### src/rtl/adc_to_position_inverse_interp_assert.svh
// Assertion macros for the ADC-to-position linearizer.
`ifndef ADC_TO_POSITION_INVERSE_INTERP_ASSERT_SVH
`define ADC_TO_POSITION_INVERSE_INTERP_ASSERT_SVH

// Same-cycle implication.
`define ATP_ASSERT_IMP(lbl, clk, rstn, ante, cons) \
  lbl: assert property (@(posedge clk) disable iff (!rstn) (ante) |-> (cons)) \
    else $error("%m: check failed");

// Next-cycle implication.
`define ATP_ASSERT_NXT(lbl, clk, rstn, ante, cons) \
  lbl: assert property (@(posedge clk) disable iff (!rstn) (ante) |=> (cons)) \
    else $error("%m: check failed");

`endif

### src/rtl/atp_pkg.sv
// Shared constants, types and calibration ROM for the ADC-to-position linearizer.
package atp_pkg;

  localparam int BREAKPOINTS_DEF = 53;
  localparam int FRAC_BITS_DEF   = 10;
  localparam int ADC_BITS_DEF    = 12;

  localparam int OUT_W     = 16;
  localparam int ROM_W     = 12;
  localparam int ROM_DEPTH = 64;
  localparam int ROM_IDX_W = 6;
  localparam int Q_DEPTH   = 2;  // power of two

  typedef enum logic [1:0] {
    KIND_SEG,
    KIND_TOP,
    KIND_NONE
  } kind_e;

  typedef struct packed {
    logic full;
    logic empty;
  } q_status_t;

  // ADC code read at each millimetre; padded flat at full scale
  localparam logic [ROM_W-1:0] CAL_ROM [ROM_DEPTH] = '{
    12'd0,    12'd0,    12'd0,    12'd0,    12'd30,   12'd98,   12'd216,  12'd302,
    12'd352,  12'd419,  12'd488,  12'd590,  12'd654,  12'd748,  12'd834,  12'd893,
    12'd970,  12'd1053, 12'd1152, 12'd1232, 12'd1292, 12'd1388, 12'd1472, 12'd1589,
    12'd1644, 12'd1718, 12'd1802, 12'd1888, 12'd1956, 12'd2050, 12'd2126, 12'd2218,
    12'd2277, 12'd2374, 12'd2453, 12'd2521, 12'd2615, 12'd2725, 12'd2795, 12'd2872,
    12'd2950, 12'd3030, 12'd3133, 12'd3238, 12'd3337, 12'd3485, 12'd3600, 12'd3723,
    12'd3843, 12'd4000, 12'd4095, 12'd4095, 12'd4095, 12'd4095, 12'd4095, 12'd4095,
    12'd4095, 12'd4095, 12'd4095, 12'd4095, 12'd4095, 12'd4095, 12'd4095, 12'd4095
  };

  // index of the last distinct breakpoint among the first n entries
  function automatic int top_index(int n);
    int t;
    t = 0;
    for (int j = 1; j < n; j++) begin
      if (CAL_ROM[j] > CAL_ROM[j-1]) t = j;
    end
    return t;
  endfunction

endpackage

### src/rtl/atp_front.sv
// Front end: finds the calibration segment for an incoming ADC code.
module atp_front import atp_pkg::*; #(
  parameter int BREAKPOINTS = BREAKPOINTS_DEF,
  parameter int ADC_BITS    = ADC_BITS_DEF
) (
  input  logic [ADC_BITS-1:0]            code_i,
  output logic [$clog2(BREAKPOINTS)-1:0] seg_o,
  output kind_e                          kind_o
);

  localparam int SEG_W = $clog2(BREAKPOINTS);
  localparam int CMP_W = (ADC_BITS > ROM_W) ? ADC_BITS : ROM_W;
  localparam int TOP   = top_index(BREAKPOINTS);

  logic [CMP_W-1:0] code_w;
  logic             found;

  always_comb begin
    code_w = CMP_W'(code_i);
    seg_o  = '0;
    found  = 1'b0;
    // highest rising segment whose lower breakpoint is at or below the code
    for (int j = 0; j < BREAKPOINTS - 1; j++) begin
      if ((CMP_W'(CAL_ROM[j]) <= code_w) && (CAL_ROM[j+1] > CAL_ROM[j])) begin
        seg_o = SEG_W'(j);
        found = 1'b1;
      end
    end
    if (code_w >= CMP_W'(CAL_ROM[TOP])) begin
      kind_o = KIND_TOP;
    end else if (found) begin
      kind_o = KIND_SEG;
    end else begin
      kind_o = KIND_NONE;
    end
  end

endmodule

### src/rtl/atp_queue.sv
// Short request queue between the classifier and the divider pipeline.
module atp_queue import atp_pkg::*; #(
  parameter int BREAKPOINTS = BREAKPOINTS_DEF,
  parameter int ADC_BITS    = ADC_BITS_DEF
) (
  input  logic                           clk_i,
  input  logic                           rst_ni,
  input  logic                           push_i,
  input  logic [ADC_BITS-1:0]            code_i,
  input  logic [$clog2(BREAKPOINTS)-1:0] seg_i,
  input  kind_e                          kind_i,
  input  logic                           pop_i,
  output logic [ADC_BITS-1:0]            code_o,
  output logic [$clog2(BREAKPOINTS)-1:0] seg_o,
  output kind_e                          kind_o,
  output q_status_t                      status_o
);

  localparam int SEG_W  = $clog2(BREAKPOINTS);
  localparam int KIND_W = $bits(kind_e);
  localparam int EW     = KIND_W + SEG_W + ADC_BITS;
  localparam int PTR_W  = $clog2(Q_DEPTH);
  localparam int CNT_W  = $clog2(Q_DEPTH + 1);

  logic [EW-1:0]    entry_q [Q_DEPTH];
  logic [PTR_W-1:0] wr_ptr_q, wr_ptr_d;
  logic [PTR_W-1:0] rd_ptr_q, rd_ptr_d;
  logic [CNT_W-1:0] count_q, count_d;
  logic [EW-1:0]    head;

  always_comb begin
    wr_ptr_d = push_i ? wr_ptr_q + PTR_W'(1) : wr_ptr_q;
    rd_ptr_d = pop_i  ? rd_ptr_q + PTR_W'(1) : rd_ptr_q;
    count_d  = count_q + CNT_W'(push_i) - CNT_W'(pop_i);
  end

  always_ff @(posedge clk_i or negedge rst_ni) begin
    if (!rst_ni) begin
      wr_ptr_q <= '0;
      rd_ptr_q <= '0;
      count_q  <= '0;
    end else begin
      wr_ptr_q <= wr_ptr_d;
      rd_ptr_q <= rd_ptr_d;
      count_q  <= count_d;
    end
  end

  always_ff @(posedge clk_i) begin
    if (push_i) begin
      entry_q[wr_ptr_q] <= {kind_i, seg_i, code_i};
    end
  end

  assign head            = entry_q[rd_ptr_q];
  assign code_o          = head[ADC_BITS-1:0];
  assign seg_o           = head[ADC_BITS +: SEG_W];
  assign kind_o          = kind_e'(head[EW-1 -: KIND_W]);
  assign status_o.full   = (count_q == CNT_W'(Q_DEPTH));
  assign status_o.empty  = (count_q == '0);

endmodule

### src/rtl/atp_back.sv
// Back end: breakpoint lookup, pipelined restoring divider and result register.
module atp_back import atp_pkg::*; #(
  parameter int BREAKPOINTS = BREAKPOINTS_DEF,
  parameter int FRAC_BITS   = FRAC_BITS_DEF,
  parameter int ADC_BITS    = ADC_BITS_DEF
) (
  input  logic                           clk_i,
  input  logic                           rst_ni,
  input  logic                           valid_i,
  input  logic [ADC_BITS-1:0]            code_i,
  input  logic [$clog2(BREAKPOINTS)-1:0] seg_i,
  input  kind_e                          kind_i,
  output logic                           pop_o,
  output logic                           out_valid_o,
  input  logic                           out_stall_i,
  output logic [OUT_W-1:0]               position_o
);

  localparam int SEG_W  = $clog2(BREAKPOINTS);
  localparam int TOP    = top_index(BREAKPOINTS);
  localparam int RES_W  = SEG_W + FRAC_BITS;
  localparam int WIDE_W = (RES_W > OUT_W) ? RES_W : OUT_W;

  logic                 adv;
  logic                 out_valid_q;
  logic [OUT_W-1:0]     out_pos_q;
  logic [FRAC_BITS:0]   s_v_q;
  kind_e                s_kind_q [FRAC_BITS+1];
  logic [SEG_W-1:0]     s_seg_q  [FRAC_BITS+1];
  logic [ROM_W-1:0]     s_den_q  [FRAC_BITS+1];
  logic [ROM_W-1:0]     s_rem_q  [FRAC_BITS+1];
  logic [FRAC_BITS-1:0] s_quo_q  [FRAC_BITS+1];
  logic [ROM_W-1:0]     bp_lo, bp_hi;
  logic [WIDE_W-1:0]    res_wide;
  logic [OUT_W-1:0]     pos_d;

  // whole pipeline moves unless a finished result is held
  assign adv   = !(out_valid_q && out_stall_i);
  assign pop_o = adv && valid_i;

  assign bp_lo = CAL_ROM[ROM_IDX_W'(seg_i)];
  assign bp_hi = CAL_ROM[ROM_IDX_W'(seg_i) + ROM_IDX_W'(1)];

  always_ff @(posedge clk_i or negedge rst_ni) begin
    if (!rst_ni) begin
      s_v_q       <= '0;
      out_valid_q <= 1'b0;
    end else if (adv) begin
      s_v_q       <= {s_v_q[FRAC_BITS-1:0], valid_i};
      out_valid_q <= s_v_q[FRAC_BITS];
    end
  end

  always_ff @(posedge clk_i) begin
    if (adv) begin
      s_kind_q[0] <= kind_i;
      s_seg_q[0]  <= seg_i;
      s_den_q[0]  <= bp_hi - bp_lo;
      s_rem_q[0]  <= ROM_W'(code_i) - bp_lo;
      s_quo_q[0]  <= '0;
    end
  end

  // one quotient bit per stage, MSB first
  for (genvar i = 0; i < FRAC_BITS; i++) begin : g_div
    logic [ROM_W:0]   trial;
    logic             ge;
    logic [ROM_W-1:0] rem_n;

    always_comb begin
      trial = {s_rem_q[i], 1'b0};
      ge    = (trial >= {1'b0, s_den_q[i]});
      rem_n = ge ? ROM_W'(trial - {1'b0, s_den_q[i]}) : ROM_W'(trial);
    end

    always_ff @(posedge clk_i) begin
      if (adv) begin
        s_kind_q[i+1] <= s_kind_q[i];
        s_seg_q[i+1]  <= s_seg_q[i];
        s_den_q[i+1]  <= s_den_q[i];
        s_rem_q[i+1]  <= rem_n;
        s_quo_q[i+1]  <= {s_quo_q[i][FRAC_BITS-2:0], ge};
      end
    end
  end

  always_comb begin
    case (s_kind_q[FRAC_BITS])
      KIND_SEG: res_wide = WIDE_W'({s_seg_q[FRAC_BITS], s_quo_q[FRAC_BITS]});
      KIND_TOP: res_wide = WIDE_W'(TOP) << FRAC_BITS;
      default:  res_wide = '0;
    endcase
    if (res_wide > WIDE_W'({OUT_W{1'b1}})) begin
      pos_d = {OUT_W{1'b1}};
    end else begin
      pos_d = res_wide[OUT_W-1:0];
    end
  end

  always_ff @(posedge clk_i) begin
    if (adv) begin
      out_pos_q <= pos_d;
    end
  end

  assign out_valid_o = out_valid_q;
  assign position_o  = out_pos_q;

endmodule

### src/rtl/adc_to_position_inverse_interp.sv
// Throughput: one request per cycle unless a held result stalls the pipeline;
//   set by the FRAC_BITS-stage divider pipeline, one quotient bit per stage,
//   fed from a two-entry request queue.
// Reset (rst_ni, async, active low) empties the queue and the pipeline valids;
//   the block has no configuration and no stored state beyond in-flight requests.
`include "adc_to_position_inverse_interp_assert.svh"

module adc_to_position_inverse_interp import atp_pkg::*; #(
  parameter int BREAKPOINTS = BREAKPOINTS_DEF,
  parameter int FRAC_BITS   = FRAC_BITS_DEF,
  parameter int ADC_BITS    = ADC_BITS_DEF
) (
  input  logic                clk_i,
  input  logic                rst_ni,
  input  logic                in_valid_i,
  output logic                in_stall_o,
  input  logic [ADC_BITS-1:0] adc_code_i,
  output logic                out_valid_o,
  input  logic                out_stall_i,
  output logic [OUT_W-1:0]    position_q_o
);

  localparam int SEG_W = $clog2(BREAKPOINTS);

  logic [SEG_W-1:0]    f_seg;
  kind_e               f_kind;
  logic                in_accept;
  logic                q_pop;
  q_status_t           q_stat;
  logic [ADC_BITS-1:0] q_code;
  logic [SEG_W-1:0]    q_seg;
  kind_e               q_kind;

  assign in_stall_o = q_stat.full;
  assign in_accept  = in_valid_i && !q_stat.full;

  atp_front #(
    .BREAKPOINTS (BREAKPOINTS),
    .ADC_BITS    (ADC_BITS)
  ) u_front (
    .code_i (adc_code_i),
    .seg_o  (f_seg),
    .kind_o (f_kind)
  );

  atp_queue #(
    .BREAKPOINTS (BREAKPOINTS),
    .ADC_BITS    (ADC_BITS)
  ) u_queue (
    .clk_i    (clk_i),
    .rst_ni   (rst_ni),
    .push_i   (in_accept),
    .code_i   (adc_code_i),
    .seg_i    (f_seg),
    .kind_i   (f_kind),
    .pop_i    (q_pop),
    .code_o   (q_code),
    .seg_o    (q_seg),
    .kind_o   (q_kind),
    .status_o (q_stat)
  );

  atp_back #(
    .BREAKPOINTS (BREAKPOINTS),
    .FRAC_BITS   (FRAC_BITS),
    .ADC_BITS    (ADC_BITS)
  ) u_back (
    .clk_i       (clk_i),
    .rst_ni      (rst_ni),
    .valid_i     (!q_stat.empty),
    .code_i      (q_code),
    .seg_i       (q_seg),
    .kind_i      (q_kind),
    .pop_o       (q_pop),
    .out_valid_o (out_valid_o),
    .out_stall_i (out_stall_i),
    .position_o  (position_q_o)
  );

  `ATP_ASSERT_IMP(a_q_full_xor_empty, clk_i, rst_ni, 1'b1, !(q_stat.full && q_stat.empty))
  `ATP_ASSERT_NXT(a_push_lands, clk_i, rst_ni, in_accept, !q_stat.empty)
  `ATP_ASSERT_IMP(a_pop_nonempty, clk_i, rst_ni, q_pop, !q_stat.empty)
  `ATP_ASSERT_IMP(a_no_pop_held, clk_i, rst_ni, out_valid_o && out_stall_i, !q_pop)

endmodule
### config.mk
export PLATFORM = sky130hd
export DESIGN_NAME = adc_to_position_inverse_interp
export DESIGN_NICKNAME = d
export VERILOG_FILES = /design/src/rtl/atp_pkg.sv /design/src/rtl/atp_front.sv /design/src/rtl/atp_queue.sv /design/src/rtl/atp_back.sv /design/src/rtl/adc_to_position_inverse_interp.sv
export VERILOG_INCLUDE_DIRS = /design/src /design/src/rtl
export SDC_FILE = /design/constraint.sdc
export NUM_CORES = 1
export LEC_CHECK = 0
export BUFFER_PORTS_ARGS = -buffer_cell sky130_fd_sc_hd__buf_2
export CORE_UTILIZATION = 30
export CTS_BUF_LIST = sky130_fd_sc_hd__clkbuf_8
export CTS_CLUSTER_SIZE = 8
export DETAILED_ROUTE_END_ITERATION = 8
export SYNTH_ARGS = -nofsm -noshare
export SYNTH_HDL_FRONTEND = slang
export SYNTH_HIERARCHICAL = 1
export SYNTH_SLANG_ARGS = --single-unit
### constraint.sdc
create_clock -name clk_i -period 14.7 [get_ports clk_i]
set_input_delay 2.94 -clock clk_i [delete_from_list [all_inputs] [get_ports clk_i]]
set_output_delay 2.94 -clock clk_i [all_outputs]
set_load 0.01 [all_outputs]
; After elaboration in Yosys (flattened, before gate mapping)
; Memories as Yosys holds them, arrays and structs flattened.
; Index checks and enable logic that the tools add are counted.
[op_classes]
n_reduce_logical = 8
bitwise_logic = 2
n_eq_ne = 2
n_addsub = 17
mux = 114
order_cmp = 61
[op_table]
columns = op, count
row1 = 6-bit two-way mux, 46
row2 = 12-bit <= comparator (first input constant), 21
row3 = 12-bit two-way mux, 14
row4 = 11-bit by 12-bit <= comparator with 1-bit output (first input constant), 12
row5 = 12-bit subtractor, 12
row6 = 13-bit by 12-bit >= comparator with 1-bit output, 10
row7 = 10-bit by 12-bit <= comparator with 1-bit output (first input constant), 6
row8 = 1-bit two-way mux, 50
row9 = 9-bit by 12-bit <= comparator with 1-bit output (first input constant), 4
row10 = 16-bit one-hot mux with 2 select lines, 1
row11 = 16-bit > comparator (second input constant), 1
row12 = 7-bit >= comparator (second input constant), 2
row13 = 6-bit inverter with 7-bit output, 2
row14 = 12-bit >= comparator (second input constant), 1
row15 = 1-bit by 12-bit <= comparator with 1-bit output (first input constant), 1
row16 = 5-bit by 12-bit <= comparator with 1-bit output (first input constant), 1
row17 = 7-bit by 12-bit <= comparator with 1-bit output (first input constant), 1
row18 = 8-bit by 12-bit <= comparator with 1-bit output (first input constant), 1
row19 = 6-bit by 1-bit adder with 6-bit output (second input constant), 1
row20 = 2-bit two-way mux, 3
row21 = 2-bit zero test, 2
row22 = 1-bit logical AND, 3
row23 = 1-bit zero test, 3
row24 = 1-bit adder (second input constant), 2
row25 = 4 further kinds, 4
[word_totals]
n_memories = 8
inputBits = 16
rom_bits = 1536
ram_bits = 502
reg_bits = 32
[mem_list]
columns = name, depth, word_bits, rd, rd_ports_with_merged_regs, wr, line_no
row1 = (name not given), 64, 12, 1, 0, 0, atp_back.sv:41  ; assign bp_lo = CAL_ROM[ROM_IDX_W'(seg_i)];
row2 = (name not given), 64, 12, 1, 0, 0, atp_back.sv:42  ; assign bp_hi = CAL_ROM[ROM_IDX_W'(seg_i) + ROM_IDX_W'(1)];
row3 = u_back.s_den_q, 11, 12, 10, 0, 11, atp_back.sv:30  ; logic [ROM_W-1:0] s_den_q [FRAC_BITS+1];
row4 = u_back.s_rem_q, 11, 12, 10, 0, 11, atp_back.sv:31  ; logic [ROM_W-1:0] s_rem_q [FRAC_BITS+1];
row5 = u_back.s_quo_q, 11, 10, 11, 0, 11, atp_back.sv:32  ; logic [FRAC_BITS-1:0] s_quo_q [FRAC_BITS+1];
row6 = u_back.s_seg_q, 11, 6, 11, 0, 11, atp_back.sv:29  ; logic [SEG_W-1:0] s_seg_q [FRAC_BITS+1];
row7 = +2 memories, --, --, --, --, --, --

; Longest topological paths before layout
; Gate-level depths: netlist (run 1).
[logic_depth]
word_depth = 50
ltp_mapped = 20
ltp_nobuf = 16

; Modules after synthesis
; Netlist (run 1), hierarchy kept.
[modules_own_cells]
columns = mod, area_each_um2, instances, cells_each
row1 = atp_back, 22688.0, 1, 1886
row2 = atp_queue, 1716.6, 1, 77
row3 = atp_front, 1503.9, 1, 238
row4 = adc_to_position_inverse_interp, 17.5, 1, 2

; Worst setup path after synthesis (run 1)
; OpenSTA, ideal clock, no wires.
[synth_path]
kind = input -> register
start = input out_stall_i
end = register u_back.s_v_q[1]
arrival_ns = 15.551
path_buffers = 1
setup_time_ns = 0.126
setup_slack_ns = -0.977
stages = 3
path_cell_list = nand2_1 buf_1 mux2_2
[synth_between]
elab_chain_len = 1
[synth_lines]
columns = element, line_no
row1 = "start, declared", adc_to_position_inverse_interp.sv:19  ; input logic out_stall_i,
row2 = 1-bit logical AND, atp_back.sv:38  ; assign adv = !(out_valid_q && out_stall_i);
row3 = "end signal, assigned", atp_back.sv:49  ; s_v_q <= {s_v_q[FRAC_BITS-1:0], valid_i};
row4 = "end, declared", atp_back.sv:27  ; logic [FRAC_BITS:0] s_v_q;
; Every way passes these cells.
; A chain may end at the register's enable or synchronous reset.

==> results of run 1 <==
==> metal layers <==
| layer | share of wire | up-vias | wire length [um] |
|---|---|---|---|
| met5 | 0 | - | 0 |
| met4 | 0.031 | 0 | 1760 |
| met3 | 0.048 | 129 | 2660 |
| met2 | 0.52 | 490 | 29200 |
| met1 | 0.40 | 8428 | 22200 |
| li1 | - | 8344 | - |
==> kinds of logic (layout without fill, tap and decap cells) <==
| kind of cell | Yosys count | count (layout) | synth area share |
|---|---|---|---|
| compound gates | 555 | 555 | 0.145 |
| mux | 146 | 146 | 0.0663 |
| xor+xnor | 94 | 94 | 0.0326 |
| other cells | 1 | 2 | 0.000145 |
| flops | 455 | 455 | 0.524 |
| simple gates | 513 | 513 | 0.103 |
| fa+ha+maj | 171 | 171 | 0.0857 |
| buf+inv | 268 | 359 | 0.0431 |
==> worst max path at each step <==
stage	startpoint	endpoint	slack, ns	cells past startpoint
after global routing	u_queue/rd_ptr_q	u_back/s_den_q[0][10]	8.59	15
after detailed placement	out_stall_i	u_back/s_den_q[9][2]	8.86	4
after CTS	u_queue/rd_ptr_q	u_back/s_den_q[0][10]	9.03	15
after floorplan	out_stall_i	u_back/s_v_q[1]	0.40	3
final	u_queue/rd_ptr_q	u_back/s_den_q[0][10]	9.00	15
after global placement	out_stall_i	u_back/s_rem_q[9][1]	8.90	4
==> registers in the layout, indices dropped and copies added (netlist names) <==
register and cells:
u_back/s_quo_q 55, u_queue/wr_ptr_q 1, u_back/position_o 16, u_queue/rd_ptr_q 1, u_back/s_rem_q 120, u_back/s_kind_q 22
u_back/out_valid_o 1, u_queue/entry_q 40, u_back/s_v_q 11, u_back/s_seg_q 66, u_back/s_den_q 120, u_queue/count_q 2
==> synthesized netlist by cell type (8+ instances only) <==
library cell	number	share of area
edfxtp_1	439	0.51
inv_1	179	0.026
ha_1	160	0.077
a21oi_1	139	0.027
nor2_1	123	0.018
nand2_1	108	0.016
o21ai_0	97	0.019
mux2_2	79	0.034
xnor2_1	55	0.019
nor3_1	48	0.0093
a21o_1	41	0.012
nor2b_1	40	0.0097
clkbuf_1	39	0.0056
o21a_1	38	0.011
xor2_1	37	0.012
mux2i_1	33	0.013
and2_1	31	0.0075
mux2_4	31	0.018
buf_2	28	0.0054
nand3_1	25	0.0048
o211ai_1	24	0.0069
nand2b_1	23	0.0056
a31oi_1	20	0.0048
o31a_1	17	0.0057
o31ai_1	17	0.0049
a311oi_1	16	0.0054
dfrtp_1	16	0.015
a211oi_1	15	0.0043
and3_1	15	0.0036
nand4_1	15	0.0036
or2_2	14	0.0034
nand3b_1	13	0.0038
fa_1	11	0.0085
a2111oi_0	10	0.0034
or3_1	10	0.0024
a221oi_1	9	0.0030
and4_1	9	0.0030
o21ai_1	9	0.0017
o21bai_1	9	0.0026
o22ai_1	8	0.0019
==> metrics by stage <==
step / hold slack [ns] / area (um2) / util
after global routing: 0.419 / 28500 / 0.334
final: 0.400 / 28500 / 0.334
after floorplan: 0.400 / 25900 / -
after global placement: 0.400 / 27200 / 0.319
after detailed placement: 0.405 / 27200 / 0.319
after CTS: 0.401 / 28500 / 0.334
==> final cells by class <==
cell class	count	area, um2
Multi-Input combinational cell	1480	11200
Timing Repair Buffer	47	283
Clock inverter	52	228
Fill cell	8527	56900
Sequential cell	455	13600
Inverter	181	679
Tap cell	1144	1430
Antenna cell	1	2.50
Clock buffer	79	1090
==> worst max-delay path, delay by kind of cell (launching register included) <==
family	cells	cell delay, ns
flip-flops	1	0.32
AND/OR/NAND/NOR	3	0.34
multiplexers	2	0.83
adder cells (fa/ha/maj)	3	2.12
AO/OA/AOI/OAI	5	0.84
buffers and inverters	2	0.97
==> metrics.md, run 1 <==
| Metric | Value |
|---|---|
| Clk_lat worst skew | 0.63 ns |
| Post-route clock period utilization | 0.388 |
| Worst Max-Slew Pin Slew | 1.15 ns |
| Post-synth top flop | edfxtp_1 |
| MaxCap Viol Count | 0 |
| First-pass GRT wire length | roughly 89 mm |
| Setup CP Type | flip-flop to flip-flop |
| Nature of the critical path startpoint | flip-flop |
| Post-synth EDFFs | roughly 440 |
| Met2 Use GR | 0.236 |
| Worst Hold Class | flip-flop to flip-flop |
| CORE AREA | 85400 um2 |
| Layout Cells excl Fill | approximately 3400 |
| HPWL Detailed | 39.0 mm |
| R2R setup slack | 9.00 ns |
| PostCTS Resize Cnt | 0 |
| Vias in the first global route | 17700 |
| Die Wd | 296 um |
| Final Max Tran Viols | 0 |
| Inst Count DP | ~3300 |
| Synth warnings | 6 |
| Synthesized flop and latch total | between 400 and 500 |
| Residual DRC count | 0 |
| Syn Area/Cell | 11.8 um2 |
| Critical path cell sequence | buf_4, mux2_4, clkinv_1, ha_1, ha_1, a21oi_1, o21ai_0, mux2_2, fa_1, nor2b_1, o21ai_0, a21o_1, a31oi_1, or4_1, nand3_1 |
| Drt initial violations | 1242 |
| Hold path endpoint | u_back/s_seg_q[7][5] |
| Routed wire length | approximately 56 mm |
| Antenna viol nets, final | 0 |
| Initial Util | 0.304 |
| Distinct cells, synth | 99 |
| DR WL/cell | 16.2 um |
| Async set or reset register ratio after synthesis | 0.0352 |
| Pre-CTS worst setup slack | 8.86 ns |
| Final Worst Setup Slack | 9.00 ns |
| Post-CTS Setup Bufs | 0 |
| Die ar. | approximately 88000 um2 |
| Vias per Instance | ~5.1 |
| Setup crit end kind | flip-flop |
| Setup Skew | 0.0240 ns |
| Post-synthesis cell count | 2203 |
| H-tree level count | 3 |
| Port Buffers | 33 |
| Worst Path Required | 15.08 ns |
| CTS Hold Buffers Added | 0 |
| RD Place Congestion | 0.900 |
| Most frequent cells in the layout | 439 x edfxtp_1, 205 x inv_1, 160 x ha_1 |
| CTS tree | done |
| CTS sink count | 455 |
| Row count | 107 |
| Reg2reg start | u_queue/rd_ptr_q |
| GRT Max-Usage Layer | met2 |
| Fmax | ~180 MHz |
| Die H | 296 um |
| Hold path depth | 0 |
| I/O pin total | 34 |
| Largest net degree at the start of global routing | 205 |
| Layout cell share with drive strength beyond 1 | 0.130 |
| Crit Path Max Fanout | between 40 and 50 |
| Hold_sp | u_back/s_seg_q[6][5] |
| Status | finished clean |
| R2r endpoint | u_back/s_den_q[0][10] |
| Slew Limit Headroom | 0.233 |
| Met3 GRT Util | 0.0274 |
| Fin. Hold Viols | 0 |
| Largest stage delay on the critical path | 1.27 ns |
| Net count after synthesis | 2390 |
| CTS max path bufs | 3 |
| Via Count | approximately 17000 |
| Final TNS setup | 0 ns |
| Post-synth design cell area | 25900 um2 |
| Most common cell after layout, fill and taps aside | edfxtp_1 |
| Critical Path AT | 6.08 ns |
| Clock transition at path regs | 0.06 ns |
| Min cycle time layout | 5.70 ns |
| First-pass DRT Iterations | 7 |
| Worst Reg-to-Reg Cells | 15 |
| Met1 Use GR | 0.137 |
| Slowest cell on the critical path | ha_1 |
| Grt total ovfl | 0 |
| Initial antenna violation count | 1 |
| Syn-to-layout area delta | 10.0% |
| Finish-stage setup viols | 0 |
| Clock Tree Root | clkbuf_8 |
| Nets | about 2400 |
| Gr usage total | 0.126 |
| CTS buffer count | 76 |
| Sequential share of the synthesized area | 0.524 |
| RSZ-0062 raised after global routing | no |
Power of run 1 is left out: the tool's default activity adds up to more than one toggle a clock period on the data nets, which glitch-free logic cannot reach.
==> run 2, diff against run 1 <==
--- a/config.mk
+++ b/config.mk
@@ -6,6 +6,7 @@
 export SDC_FILE = /design/constraint.sdc
 export NUM_CORES = 1
 export LEC_CHECK = 0
+export ABC_AREA = 1
 export BUFFER_PORTS_ARGS = -buffer_cell sky130_fd_sc_hd__buf_2
 export CORE_UTILIZATION = 30
 export CTS_BUF_LIST = sky130_fd_sc_hd__clkbuf_8
==> constraint.sdc (replaced) <==
create_clock -name clk_i -period 5.47 [get_ports clk_i]
set_input_delay 1.094 -clock clk_i [delete_from_list [all_inputs] [get_ports clk_i]]
set_output_delay 1.094 -clock clk_i [all_outputs]
set_load 0.01 [all_outputs]
==> run 2 against run 1 <==
Net effect: worst setup slack lost 8.2 ns; final area grew 9.3%; global-route usage grew 1.8 points; sequential share of layout area shrank 4.1 points; critical path type unchanged; register-to-register slack lost 8.2 ns; largest cell class unchanged; synthesized cell count grew 47%; maximum frequency grew 21%.
==> metrics.md, run 2 <==
| Metric | Value |
|---|---|
| Vias in the first global route | 20900 (was 17700) |
| Min cycle time layout | 4.72 ns (was 5.70 ns) |
| Setup crit end kind | flip-flop (unchanged) |
| Post-route clock period utilization | 0.862 (was 0.388) |
| GRT Max-Usage Layer | met2 (unchanged) |
| Worst Reg-to-Reg Cells | 18 (was 15) |
| Post-synth design cell area | 28300 um2 (was 25900 um2) |
| Drt initial violations | 1465 (was 1242) |
| Worst Hold Class | primary input to asynchronous set/reset pin (was flip-flop to flip-flop) |
| Setup Skew | 0.0345 ns (was 0.0240 ns) |
| Post-synth top area cell | edfxtp_1 (unchanged) |
| Fmax | 212 MHz (was 176 MHz) |
| Syn-to-layout area delta | 10.4% (was 10.0%) |
| Largest registers | u_back/s_den_q x120, u_back/s_rem_q x120, u_back/s_seg_q x66 (unchanged) |
| Reg2reg start | u_queue/rd_ptr_q (unchanged) |
| Clk_lat worst skew | 0.68 ns (was 0.63 ns) |
| Row count | 112 (was 107) |
| Final Max Tran Viols | 0 (unchanged) |
| Met3 GRT Util | 0.0245 (was 0.0274) |
| Syn Area/Cell | 8.75 um2 (was 11.8 um2) |
| Grt total ovfl | 0 (unchanged) |
| Antenna viol nets, final | 0 (unchanged) |
| Synth area leaders | edfxtp_1 47%, nand2_1 12%, inv_1 7.6% (was edfxtp_1 51%, ha_1 7.7%, mux2_2 3.4%) |
| Die ar. | 95400 um2 (was 87600 um2) |
| Most frequent cells in the layout | 899 x nand2_1, 594 x inv_1, 439 x edfxtp_1 (was 439 x edfxtp_1, 205 x inv_1, 160 x ha_1) |
| CTS sink count | 455 (unchanged) |
| Distinct cells, synth | 67 (was 99) |
| Met2 Use GR | 0.241 (was 0.236) |
| Post-synth EDFFs | 439 (unchanged) |
| Post-synth top flop | edfxtp_1 (unchanged) |
| CORE AREA | 93300 um2 (was 85400 um2) |
| Synth warnings | 6 (unchanged) |
| Vias per Instance | 4.63 (was 5.06) |
| Residual DRC count | 0 (unchanged) |
| Worst Max-Slew Pin Slew | 1.08 ns (was 1.15 ns) |
| Commonest cells post-synth | 900 x nand2_1, 570 x inv_1, 439 x edfxtp_1 (was 439 x edfxtp_1, 179 x inv_1, 160 x ha_1) |
| DR WL/cell | 14.7 um (was 16.2 um) |
| PostCTS Resize Cnt | 0 (unchanged) |
| RD Place Congestion | 0.899 (was 0.900) |
| RSZ-0062 raised after global routing | no (unchanged) |
| Finish-stage setup viols | 0 (unchanged) |
| Fin. Hold Viols | 0 (unchanged) |
| Most common cell after layout, fill and taps aside | nand2_1 (was edfxtp_1) |
| I/O pin total | 34 (unchanged) |
| Layout cell share with drive strength beyond 1 | 0.0988 (was 0.130) |
| First-pass DRT Iterations | 6 (was 7) |
| CTS max path bufs | 3 (unchanged) |
| Initial antenna violation count | 1 (unchanged) |
| Via Count | 21400 (was 17400) |
| HPWL Detailed | 51.8 mm (was 39.0 mm) |
| R2r endpoint | u_back/s_den_q[0][6] (was u_back/s_den_q[0][10]) |
| CTS Hold Buffers Added | 0 (unchanged) |
| Most frequent cell after synthesis | nand2_1 (was edfxtp_1) |
| Clock Tree Root | clkbuf_8 (unchanged) |
| Synth top area share | 0.467 (was 0.508) |
| H-tree level count | 3 (unchanged) |
| Final TNS setup | 0 ns (unchanged) |
| Die H | 309 um (was 296 um) |
| Nature of the critical path startpoint | flip-flop (unchanged) |
| Worst Path Required | 5.88 ns (was 15.08 ns) |
| Nets | 3502 (was 2428) |
| Crit Path Max Fanout | 25 (was 45) |
| Async set or reset register ratio after synthesis | 0.0352 (unchanged) |
| Die Wd | 309 um (was 296 um) |
| Slew Limit Headroom | 0.281 (was 0.233) |
| CTS buffer count | 77 (was 76) |
| Routed wire length | 68.2 mm (was 55.9 mm) |
| Clock transition at path regs | 0.06 ns (about the same) |
| Post-CTS Setup Bufs | 0 (unchanged) |
| MaxCap Viol Count | 0 (unchanged) |
| Largest net degree at the start of global routing | 135 (was 205) |
| R2R setup slack | 0.75 ns (was 9.00 ns) |
| Setup CP Type | flip-flop to flip-flop (unchanged) |
| Status | finished clean (unchanged) |
| Synthesized flop and latch total | 455 (unchanged) |
| Initial Util | 0.303 (was 0.304) |
| Net count after synthesis | 3417 (was 2390) |
| Critical Path AT | 5.12 ns (was 6.08 ns) |
| Port Buffers | 33 (unchanged) |
| CTS tree | done (unchanged) |
| Gr usage total | 0.144 (was 0.126) |
| Met1 Use GR | 0.184 (was 0.137) |
| First-pass GRT wire length | 110 mm (was 89.4 mm) |
| Sequential share of the synthesized area | 0.481 (was 0.524) |
| Post-synthesis cell count | 3230 (was 2203) |
## run 2: cell count changes in the layout (fill, tap and decap cells not counted), moves of 33 or more
cell     change
a21o_1      -38
a21oi_1     -46
inv_1      +389
mux2_2      -78
mux2i_1     -33
nand2_1    +792
nand3_1    +143
nand3_2     +47
nand4_1     +74
nor2_1     +109
nor2b_1     -38
o21a_1      -37
xnor2_1     -40
## run 2: metal layers
layer / part of all wire / vias to the layer above
li1: - / 10800
met1: 0.45 / 9908
met2: 0.47 / 557
met3: 0.050 / 163
met4: 0.034 / 0
met5: 0 / -
## run 2: kinds of logic (layout without fill, tap and decap cells)
family / count (synthesis) / count (layout) / share of synthesized area
simple gates: 1562 / 1562 / 0.253
buf+inv: 644 / 784 / 0.0940
flops: 455 / 455 / 0.481
compound gates: 324 / 324 / 0.0705
fa+ha+maj: 171 / 171 / 0.0787
xor+xnor: 72 / 72 / 0.0230
other cells: 1 / 2 / 0.000133
mux: 1 / 1 / 0.000399
## run 2: per-stage QoR
stage	worst slack, ns	area (um2)	hold slack (ns)	std cells	util
6_report	0.754	31200	0.360	4625	0.334
5_1_grt	0.183	31200	0.336	4625	0.334
4_1_cts	0.749	31200	0.304	4624	0.334
3_5_place_dp	0.754	29800	0.405	4490	0.319
3_3_place_gp	0.697	29800	0.400	4490	0.319
2_1_floorplan	0.297	28300	0.400	3230	-
## run 2: worst max-delay path, cell delays in order (launching register included)
cell	delay, ns
dfrtp_1	0.64
buf_4	0.30
nand2_1	0.06
o21ai_0	0.25
ha_1	0.57
inv_1	0.16
ha_1	0.30
buf_4	0.21
nor2_1	0.23
inv_1	0.09
nand2_1	0.06
nand2_1	0.05
nand3_1	0.10
a21oi_1	0.10
ha_1	0.22
fa_1	0.42
o21ai_0	0.40
a21oi_1	0.15
xnor2_1	0.16
## run 2: area by class of cell
cell class / instances / area (um2)
clock inverter: 56 / 313
inverter: 592 / 2230
timing repair buffer: 58 / 390
antenna: 1 / 2.50
tap: 1254 / 1570
clock buffer: 78 / 1070
sequential: 455 / 13600
fill: 9796 / 62100
multi-input combinational: 2131 / 12000
## run 2: worst max-delay path by stage
stage,startpoint,to
2_1_floorplan,out_stall_i,u_queue/count_q[1]
3_3_place_gp,adc_code_i[7],u_queue/entry_q[0][12]
3_5_place_dp,u_queue/rd_ptr_q,u_back/s_den_q[0][6]
4_1_cts,u_queue/rd_ptr_q,u_back/s_den_q[0][6]
5_1_grt,u_queue/rd_ptr_q,u_back/s_den_q[0][9]
6_report,u_queue/rd_ptr_q,u_back/s_den_q[0][6]
Power of run 2 is left out for the same reason.
